File: src/vnu_pkg.sv
// Package: shared types and constants for the vector normalize unit.
package vnu_pkg;

   localparam int CompWidth = 32;
   localparam int RadWidth  = 2 * CompWidth;
   localparam int RemWidth  = CompWidth + 2;
   localparam int QuotWidth = 15;
   localparam int Lanes     = 3;
   localparam int SqrtCells = CompWidth;
   localparam int DivCells  = QuotWidth;
   localparam logic [15:0] UnitMax = 16'd32767;

   typedef struct packed {
      logic signed [CompWidth-1:0] vec_x;
      logic signed [CompWidth-1:0] vec_y;
      logic signed [CompWidth-1:0] vec_z;
   } vnu_req_type;

   typedef struct packed {
      logic [CompWidth-1:0] length;
      logic signed [15:0]   unit_x;
      logic signed [15:0]   unit_y;
      logic signed [15:0]   unit_z;
      logic                 is_zero;
   } vnu_rsp_type;

   typedef struct packed {
      logic                             valid;
      logic [RadWidth-1:0]              rad;
      logic [RemWidth-1:0]              rem;
      logic [CompWidth-1:0]             root;
      logic [Lanes-1:0][CompWidth-1:0]  mag;
      logic [Lanes-1:0]                 neg;
   } vnu_sqrt_type;

   typedef struct packed {
      logic                             valid;
      logic [CompWidth-1:0]             len;
      logic                             zero;
      logic [Lanes-1:0]                 neg;
      logic [Lanes-1:0]                 sat;
      logic [Lanes-1:0][CompWidth-1:0]  rem;
      logic [Lanes-1:0][QuotWidth-1:0]  quot;
   } vnu_div_type;

endpackage

File: src/vnu_div_cell.sv
// One quotient bit cell of the three-lane divide chain.
module vnu_div_cell
   import vnu_pkg::*;
(
   input  logic        clock,
   input  logic        reset,
   input  vnu_div_type up,
   output vnu_div_type down
);

   vnu_div_type        down_ff, down_in;
   logic [CompWidth:0] shifted [Lanes];
   logic [Lanes-1:0]   ge;

   always_comb begin
      down_in = up;
      for (int i = 0; i < Lanes; i++) begin
         shifted[i] = {up.rem[i], 1'b0};
         ge[i]      = shifted[i] >= {1'b0, up.len};
         down_in.rem[i]  = ge[i] ? CompWidth'(shifted[i] - {1'b0, up.len})
                                 : shifted[i][CompWidth-1:0];
         down_in.quot[i] = {up.quot[i][QuotWidth-2:0], ge[i]};
      end
   end

   always_ff @(posedge clock) begin
      if (reset) begin
         down_ff.valid <= 1'b0;
      end else begin
         down_ff.valid <= up.valid;
      end
   end

   always_ff @(posedge clock) begin
      down_ff.len  <= down_in.len;
      down_ff.zero <= down_in.zero;
      down_ff.neg  <= down_in.neg;
      down_ff.sat  <= down_in.sat;
      down_ff.rem  <= down_in.rem;
      down_ff.quot <= down_in.quot;
   end

   assign down = down_ff;

endmodule

File: config.mk
export PLATFORM = sky130hd
export DESIGN_NAME = vnu_div_cell
export DESIGN_NICKNAME = d
export VERILOG_FILES = /design/src/vnu_pkg.sv /design/src/vnu_div_cell.sv
export SDC_FILE = /design/constraint.sdc
export NUM_CORES = 1
export LEC_CHECK = 0
export ABC_AREA = 1
export BUFFER_PORTS_ARGS = -buffer_cell sky130_fd_sc_hd__buf_2
export CORE_AREA = 3 3 158 160
export CTS_CLUSTER_SIZE = 10
export DETAILED_ROUTE_END_ITERATION = 6
export DIE_AREA = 0 0 161 163
export PLACE_DENSITY_LB_ADDON = 0.2
export SLEW_MARGIN = 20
export SYNTH_ARGS = -nofsm -noshare
export SYNTH_HDL_FRONTEND = slang
export SYNTH_SLANG_ARGS = --single-unit
File: constraint.sdc
create_clock -name clock -period 2.3 [get_ports clock]
set_input_delay 0.23 -clock clock [delete_from_list [all_inputs] [get_ports clock]]
set_output_delay 0.23 -clock clock [all_outputs]
set_load 0.005 [all_outputs]
======== Word-level counts from Yosys, hierarchy flattened ========
Cells that the tools add are included.
cells by class
  multipliers ............................. 0
  bitwise logic cells ..................... 0
  div/mod/pow operators ................... 0
  equal/unequal tests ..................... 0
  $lt $le $gt $ge ......................... 3
  reductions and logical operators ........ 0
  add/subtract/negate cells ............... 3
  muxes and demuxes ....................... 3
  shift-type cells ........................ 0
operators by type and width
  kind                                                            number
  33-bit by 32-bit greater-or-equal comparator with 1-bit output  3
  32-bit two-way mux                                              3
  32-bit subtractor                                               3
storage, ports and cells
  bits in registers ....................... 181
  memory bits (writable) .................. 0
  output and inout bits ................... 181
  latch bits .............................. 0
  bits in read-only memories .............. 0
  memories kept ........................... 0

======== Logic depth before layout (Yosys ltp) ========
  word-level depth ........................ 2
  mapped depth ............................ 17

======== Worst setup path after synthesis ========
OpenSTA, ideal clock, no wires.
  kind .................................... input port to flip-flop
  start ................................... input port up[176] (netlist bit)
  end ..................................... register down_ff (netlist bit down[53])
  path slack .............................. 0.586 ns
  setup time .............................. 0.112 ns
  data arrival time ....................... 1.602 ns
  stages .................................. 13
  cell sequence ........................... inv_1 ha_1 nand2_1 inv_1 a21oi_1 nor2_1 nor2_1 nand2_1 nor2_2 nand2_4 buf_4 nand2_1 nand2_1
RTL lines
  item             line                RTL
  start, declared  vnu_div_cell.sv:7   input vnu_div_type up,
  end, declared    vnu_div_cell.sv:11  vnu_div_type down_ff, down_in;

==> flow_metrics.env <==
export IMPL_ys_seq_area_share_pct=29.0
export IMPL_fin_crit_sh_pct=97.9
export IMPL_synth_top_cell_by_area="dfxtp_1"
export IMPL_synthCells=2069
export IMPL_final_cell_mix="nand2_1, inv_1, buf_2"
export IMPL_synth_area_top_cells="dfxtp_1, nand2_1, inv_1"
export IMPL_power_mw=10.5
export IMPL_critical_path_max_stage_delay_ns=0.56
export IMPL_finalWeightedCongestion=1.03
export IMPL_cts_max_level=4
export IMPL_io_buffers=360
export IMPL_dp_hpwl_um=39300
export IMPL_drtPass1Iterations=7
export IMPL_final_cell_area_um2=17500
export IMPL_rsz0062_at_grt="true"
export IMPL_pin_count=364
export IMPL_status="finished with violations"
export IMPL_final_core_util_pct=74.5
export IMPL_end_kind="flop"
export IMPL_synth_top_area_share_pct=29.0
export IMPL_die_h_um=163
export IMPL_arrival_ns=2.64
export IMPL_core_um2=23500
export IMPL_leakagePower_nw=10.3
export IMPL_slew_violations=0
export IMPL_die_width_um=161
export IMPL_path_clk_slew_ns=0.08
export IMPL_max_freq_ghz=0.444
export IMPL_grt_pass1_vias=14257
export IMPL_vias=14993
export IMPL_setup_ws_ns=0.0489
export IMPL_path_max_fanout=8
export IMPL_worstPathBufferInverterCount=6
export IMPL_cts_setup_buffers=0
export IMPL_setup_violations=0
export IMPL_worstSetupPathType="primary input to flop"
export IMPL_path_cells="dlygate4sd3_1 -> buf_2 -> inv_1 -> buf_4 -> ha_4 -> inv_1 -> nor2_2 -> nand2_1 -> nor2_2 -> nand3_1 -> nand2_1 -> nor2_2 -> nand2_4 -> buf_4 -> nand3_1 -> nand2_1"
export IMPL_via_per_inst=5.03
export IMPL_tightestPinTransition_ns=0.464
export IMPL_synth_distinct_cells=25
export IMPL_violations="design-rule violations"
export IMPL_globalRouteOverflowTotal=0
export IMPL_clk_path_buf_depth=2
export IMPL_rows=56
export IMPL_drc=7
export IMPL_place_ws_ns=0.0157
export IMPL_crit_family="buffers and inverters"
export IMPL_async_reset_ff_share_pct=0
export IMPL_layout_cells_non_filler=2980
export IMPL_drtAntennaViolNets=0
export IMPL_avgSynthCellArea_um2=6.05
export IMPL_drive_gt1_share_pct=22.6
export IMPL_drv_cap=0
export IMPL_dominantRegCellSynth="dfxtp_1"
export IMPL_start_util_pct=53.2
export IMPL_cts_sinks=181
export IMPL_crit_required_ns=2.69
export IMPL_hold_slack_ns=0.00416
export IMPL_slew_headroom_pct=69.0
export IMPL_synth_fp_nets=2351
export IMPL_multi_input_area_um2=7550
export IMPL_cts_buffers=17
export IMPL_nets=2920
export IMPL_final_common_cell="nand2_1"
export IMPL_grt_max_degree=32
export IMPL_ir_drop_mv=0.407
export IMPL_largest_register_ffs=181
export IMPL_critPathSlowestCell="dlygate4sd3_1"
export IMPL_drt_iter0_drc=1336
export IMPL_synth_edf_count=0
export IMPL_finalWirelength_um=51300
export IMPL_ys_seq_elements=181
export IMPL_grt_pass1_wl_um=76200
export IMPL_seqCellArea_um2=3620
export IMPL_wl_per_cell_um=17.2
export IMPL_setup_tns_ns=0
export IMPL_power_per_cell_area_nw_per_um2=601
export IMPL_die_area_um2=26200
export IMPL_postPlaceCellArea_um2=15500
export IMPL_cts_tree="built"
export IMPL_hp_class="primary input to flop"
export IMPL_startpoint_type="primary input"
export IMPL_hold_viol=0
export IMPL_antenna_found_initial=8
export IMPL_nFillCells=1898
export IMPL_synth_area_um2=12500
export IMPL_dp_cells=2832
export IMPL_grt_usage_pct=37.4
export IMPL_ctsRootBufferMaster="clkbuf_16"
export IMPL_synthToLayoutAreaGrowth_pct=40.1
export IMPL_period_needed_ns=2.25
export IMPL_ys_warn_count=0
==> final cells by class <==
type / count / area share, %
Sequential cell: 181 / 20.7
Clock buffer: 17 / 2.43
Multi-Input combinational cell: 1477 / 43.0
Clock inverter: 15 / 1.18
Antenna cell: 10 / 0.143
Inverter: 389 / 8.40
Timing Repair Buffer: 572 / 21.9
Tap cell: 319 / 2.28
==> report_power, final <==
part | internal (mW) | switching [mW]
clock network | 1.50 | 1.64
logic | 1.55 | 2.17
registers | 3.55 | 0.128
total | 6.60 | 3.95
==> synth_stat cells, types with 4 or more instances <==
cell	number
nand2_1	923
inv_1	386
dfxtp_1	181
nor2_1	117
nand3_1	110
ha_1	96
a21oi_1	61
xor2_1	39
nand3b_1	29
and2_1	23
nor3_1	23
buf_6	17
nor2_2	16
nand2_2	9
nand4_1	8
o21ai_0	5
buf_2	4
==> worst min-delay path, delay by kind of cell <==
| family | cells | cell delay, ns |
|---|---|---|
| simple gates | 2 | 0.10 |
| buf+inv | 1 | 0.09 |
==> kinds of logic (layout without fill, tap and decap cells) <==
family          count (synthesis)  in the layout  share of synthesized area, %
compound gates                 72             72                          3.00
xor+xnor                       42             42                          2.94
fa+ha+maj                      99             99                          10.1
buf+inv                       411            993                          13.5
flops                         181            181                          29.0
other cells                     0             10                             0
simple gates                 1264           1264                          41.6
==> repair_timing <==
action | in CTS | in global routing
hold endpoints to repair | 105 | 0
setup endpoints to repair | 0 | 97
resized for setup | 0 | 78
hold buffers | 106 | 0
==> worst paths after layout <==
check | startpoint | endpoint | slack (ns) | cells after the start
hold / removal | up[102] | down[103] | 0.004 | 3
setup / recovery | up[179] | down[62] | 0.05 | 16
==> per-layer routing <==
layer  GRT usage [%]  share of wire, %
met3            6.08               7.8
met5               0                 0
met4            20.0               5.0
met1            46.0                40
met2            62.9                47
Power figures use the tool's default switching activity.
