**config.mk**
```make
export PLATFORM = sky130hd
export DESIGN_NAME = vnu_sqrt_cell
export DESIGN_NICKNAME = d
export VERILOG_FILES = /design/src/vnu_pkg.sv /design/src/vnu_sqrt_cell.sv
export SDC_FILE = /design/constraint.sdc
export NUM_CORES = 1
export LEC_CHECK = 0
export ABC_AREA = 1
export ABC_CLOCK_PERIOD_IN_PS = 2400
export BUFFER_PORTS_ARGS = -buffer_cell sky130_fd_sc_hd__buf_2
export CAP_MARGIN = 20
export CORE_AREA = 2 2 179 181
export CTS_BUF_LIST = sky130_fd_sc_hd__clkbuf_8
export CTS_CLUSTER_DIAMETER = 40
export DETAILED_ROUTE_END_ITERATION = 6
export DIE_AREA = 0 0 181 183
export GPL_TIMING_DRIVEN = 0
export PLACE_DENSITY = 0.52
export SYNTH_ARGS = -nofsm -noshare
export SYNTH_HDL_FRONTEND = slang
export SYNTH_SLANG_ARGS = --single-unit
```
**constraint.sdc**
```tcl
create_clock -name clock -period 2.4 [get_ports clock]
set_clock_uncertainty 0.2 [all_clocks]
set_input_delay 0.12 -clock clock [delete_from_list [all_inputs] [get_ports clock]]
set_output_delay 0.12 -clock clock [all_outputs]
set_load 0.05 [all_outputs]
```
**src/vnu_pkg.sv**
```systemverilog
// Package: shared types and constants for the vector normalize unit.
package vnu_pkg;

   localparam int CompWidth = 32;
   localparam int RadWidth  = 2 * CompWidth;
   localparam int RemWidth  = CompWidth + 2;
   localparam int QuotWidth = 15;
   localparam int Lanes     = 3;
   localparam int SqrtCells = CompWidth;
   localparam int DivCells  = QuotWidth;
   localparam logic [15:0] UnitMax = 16'd32767;

   typedef struct packed {
      logic signed [CompWidth-1:0] vec_x;
      logic signed [CompWidth-1:0] vec_y;
      logic signed [CompWidth-1:0] vec_z;
   } vnu_req_type;

   typedef struct packed {
      logic [CompWidth-1:0] length;
      logic signed [15:0]   unit_x;
      logic signed [15:0]   unit_y;
      logic signed [15:0]   unit_z;
      logic                 is_zero;
   } vnu_rsp_type;

   typedef struct packed {
      logic                             valid;
      logic [RadWidth-1:0]              rad;
      logic [RemWidth-1:0]              rem;
      logic [CompWidth-1:0]             root;
      logic [Lanes-1:0][CompWidth-1:0]  mag;
      logic [Lanes-1:0]                 neg;
   } vnu_sqrt_type;

   typedef struct packed {
      logic                             valid;
      logic [CompWidth-1:0]             len;
      logic                             zero;
      logic [Lanes-1:0]                 neg;
      logic [Lanes-1:0]                 sat;
      logic [Lanes-1:0][CompWidth-1:0]  rem;
      logic [Lanes-1:0][QuotWidth-1:0]  quot;
   } vnu_div_type;

endpackage

```
**src/vnu_sqrt_cell.sv**
```systemverilog
// One root digit cell of the square root chain.
module vnu_sqrt_cell
   import vnu_pkg::*;
(
   input  logic         clock,
   input  logic         reset,
   input  vnu_sqrt_type up,
   output vnu_sqrt_type down
);

   vnu_sqrt_type        down_ff, down_in;
   logic [RemWidth+1:0] shifted;
   logic [RemWidth+1:0] trial;
   logic                ge;

   always_comb begin
      shifted = {up.rem, up.rad[RadWidth-1 -: 2]};
      trial   = {2'b00, up.root, 2'b01};
      ge      = shifted >= trial;
      down_in = up;
      down_in.rad  = {up.rad[RadWidth-3:0], 2'b00};
      down_in.rem  = ge ? RemWidth'(shifted - trial) : shifted[RemWidth-1:0];
      down_in.root = {up.root[CompWidth-2:0], ge};
   end

   always_ff @(posedge clock) begin
      if (reset) begin
         down_ff.valid <= 1'b0;
      end else begin
         down_ff.valid <= up.valid;
      end
   end

   always_ff @(posedge clock) begin
      down_ff.rad  <= down_in.rad;
      down_ff.rem  <= down_in.rem;
      down_ff.root <= down_in.root;
      down_ff.mag  <= down_in.mag;
      down_ff.neg  <= down_in.neg;
   end

   assign down = down_ff;

endmodule

```
== After elaboration in Yosys (flattened, before gate mapping) ==
Cells that the tools add are included.
Storage, ports and cells
  output and inout bits: 230
  register bits: 228
  logic and storage cells: 11
Operators by class
  order comparisons: 1
  add/subtract/negate cells: 1
  mux-type cells: 1
Operator list (number)
  >= comparator 36 x 34 -> 1 bit: 1
  2-to-1 mux 34 bit: 1
  subtractor 34 bit: 1

== Depth between registers and ports, before layout ==
  depth in word-level cells: 2
  gate-level depth with buffers: 16

== Least setup slack after synthesis ==
OpenSTA, ideal clock, no wires.
  path kind: in2reg
  start point: input port up[115] (netlist bit)
  end point: register down_ff, in the netlist down[156]
  stages: 15
  data arrival time: 1500 ps
  setup slack: 587 ps
  buffers on the path: 1
  required time: 2087 ps
  cells stage by stage: inv_1 > ha_1 > nand2_1 > inv_1 > nand2_1 > nand2_1 > inv_1 > nand2_1 > a21oi_2 > nand2_1 > nand2_2 > nand2_8 > buf_4 > nand3_1 > nand2_1
RTL lines
  from (decl): RTL line vnu_sqrt_cell.sv:7  | input vnu_sqrt_type up,
  to (decl): RTL line vnu_sqrt_cell.sv:11  | vnu_sqrt_type down_ff, down_in;

==> metrics <==
root buffer cell clkbuf_8; final WL 36680 um; Setup Viol. Count Final 0; CP most frequent cell dlygate4sd3_1; post-synth top area cell dfxtp_1; Chip Width 181 um; main flop type after synthesis dfxtp_1; Total GRT Usage 21.06%; detailed-placement wirelength estimate 27270 um; Cell Rows 65; DRC errors left 0; Synth top area share 59.69%; largest net degree at the start of global routing 13; Yosys Warn Count 0; Tcrit/Tclk final 96.58%; leak pwr 7.876 nW; CTS Buf Count 44; PD cells 742.1 nW/um^2; DR vias 8899; Port Buffer Count 459; Starting DRT DRC Count 320; clock sink count 228; CTS tree done; Post-synth EDFFs 0; Area Overhead vs Synth 97.99%; violated checks negative hold slack; Hold Vio Cnt, Final 8; routed len/inst 16.78 um; library cells used by synthesis 25; final max-slew violation count 0; CTS clk-pin slew, worst paths 0.06 ns; CP Cell Sequence dlygate4sd3_1 -> buf_2 -> inv_1 -> ha_1 -> dlygate4sd3_1 -> xor2_1 -> dlygate4sd3_1 -> nand2_1 -> nand2_1; Hold Path Cell Cnt 1; ys async rst share 0%; Req. time, crit path 2.64 ns; Syn Area/Cell 8.720 sq um; H-tree Lvls 2; antenna violations before repair 11; Initial Utilization 24.49%; synthesized instance count 877; worst min-delay path startpoint up[111]; hold crit path type input port to flop; final core occ 48.48%; Core ar. 31230 sq um; worst hold slack -0.5023 ns; highest ir drop seen on vdd 0.0004782 V; synthesized flop and latch total 228; FILL cells 3004; global-route wire length before repair 52620 um; die height 183 um; hold endpoint down[112]$_DFF_P_; crit-path max cell delay 0.60 ns; Worst Setup End Kind flop; Fmax 431.4 MHz; nature of the critical path startpoint input port; nets@finish 2009; fraction of layout cells with a size suffix above 1 32.30%; I/O Pins 462; drt pass-1 iters 5; GR Overflow Total 0; clk buf depth 3; Final GP Congestion 0.8619; status finished with violations; top post-synthesis cells by area dfxtp_1 60%, nand2_1 14%, inv_1 6.9%; worst-path fanout max 4; crit path max-delay cell type dlygate4sd3_1; CP arrival 2.56 ns; max reg flops 228; synthesized area 7647 sq um; DIE AREA 33120 sq um; ANT nets after route 0; register area share after synthesis 59.69%; vias in the first global route 9415; vias per inst 4.071; max-cap violation count 0; Tmin final 2.318 ns; critical path type input port to flop
## cell usage in the layout (no fill, tap or decap), types with 23 or more instances in the layout
| cell | synthesis | final |
|---|---|---|
| buf_2 | 0 | 459 |
| dfxtp_1 | 228 | 228 |
| dlygate4sd3_1 | 0 | 356 |
| nand3_1 | 38 | 36 |
| nor2_1 | 54 | 52 |
| inv_1 | 140 | 150 |
| ha_1 | 34 | 26 |
| nand2_1 | 283 | 278 |
| a21oi_1 | 24 | 23 |
| clkbuf_8 | 0 | 52 |
## area by class of cell
type | count | area (sq um) | area share, %
antenna | 10 | 25.02 | 0.1653
tap | 402 | 503.0 | 3.322
timing repair buffer | 819 | 5891 | 38.91
clock inverter | 25 | 246.5 | 1.628
sequential | 228 | 4564 | 30.15
clock buffer | 52 | 715.7 | 4.727
inverter | 141 | 536.8 | 3.545
multi-input combinational | 501 | 2580 | 17.04
buffer | 8 | 78.83 | 0.5206
## layer usage
metal / track usage, % / wire length (um) / part of all wire (%) / up-vias
met2: 37.88 / 18340 / 50 / 349
met4: 9.203 / 1335 / 3.6 / 2
li1: - / - / - / 4406
met5: 0 / 13 / 0.035 / -
met1: 22.84 / 14350 / 39 / 4040
met3: 6.553 / 2643 / 7.2 / 102
## cell families (layout without fill, tap and decap cells)
family	after synthesis	count (layout)	share of synthesized area, %
adder cells (fa/ha/maj)	34	34	5.563
AND/OR/NAND/NOR	405	405	21.78
other	1	12	0.04904
AO/OA/AOI/OAI	42	42	2.978
XOR/XNOR	18	18	2.062
buffers and inverters	149	1045	7.886
flip-flops	228	228	59.69
## worst max-delay path, delay by kind of cell
family / cells / cell delay [ns]
buffers and inverters: 5 / 1.83
adders and majority gates: 1 / 0.34
xor gates and xnor gates: 1 / 0.16
and+or+nand+nor: 2 / 0.12
## power by group
| group | total (W) | switching [W] | internal [W] |
|---|---|---|---|
| Sequential | 0.00416 | 0.0000766 | 0.00408 |
| Clock | 0.00416 | 0.00173 | 0.00243 |
| Combinational | 0.00292 | 0.00192 | 0.000999 |
## worst max-delay path by stage
stage / start / endpoint / slack (ns) / cells past startpoint
after floorplan: up[115] / down[156]$_DFF_P_ / 0.59 / 15
after global placement: up[103] / down[160]$_DFF_P_ / -0.12 / 12
after detailed placement: up[104] / down[160]$_DFF_P_ / -0.12 / 12
after CTS: up[115] / down[157]$_DFF_P_ / 0.008 / 15
after global routing: up[116] / down[161]$_DFF_P_ / -0.01 / 16
final: up[101] / down[135]$_DFF_P_ / 0.08 / 9
## synth_stat cells (3+ instances only)
library cell    n
a21oi_1        24
dfxtp_1       228
nand4_1         6
nor2_2          6
inv_1         140
buf_6           3
buf_4           5
nor3_1          3
ha_1           34
xor2_1         15
nand3_1        38
o21ai_0        12
nand2_1       283
xnor2_1         3
nor2_1         54
o21bai_1        4
nand2_2         5
nand3b_1        4
## stage by stage
step / setup TNS, ns / power [W] / area (sq um) / setup slack (ns) / std cells
floorplan: 0 / 0.005872 / 7651 / 0.5868 / 878
global placement: -0.7772 / 0.006615 / 10450 / -0.1210 / 1739
detailed placement: -0.8065 / 0.006620 / 10450 / -0.1188 / 1739
CTS: 0 / 0.01129 / 14810 / 0.007809 / 2155
global route: -0.01170 / 0.01175 / 15140 / -0.01170 / 2185
finish: 0 / 0.01124 / 15140 / 0.08206 / 2186
## what timing repair did
| item | CTS | global route |
|---|---|---|
| hold buffers | 339 | 17 |
| setup buffers | 0 | 4 |
| setup endpoints to repair | 0 | 32 |
| endpoints found under the hold margin | 228 | 20 |
| resized for setup | 0 | 26 |
Note: power is estimated with default switching activity, not from simulation.
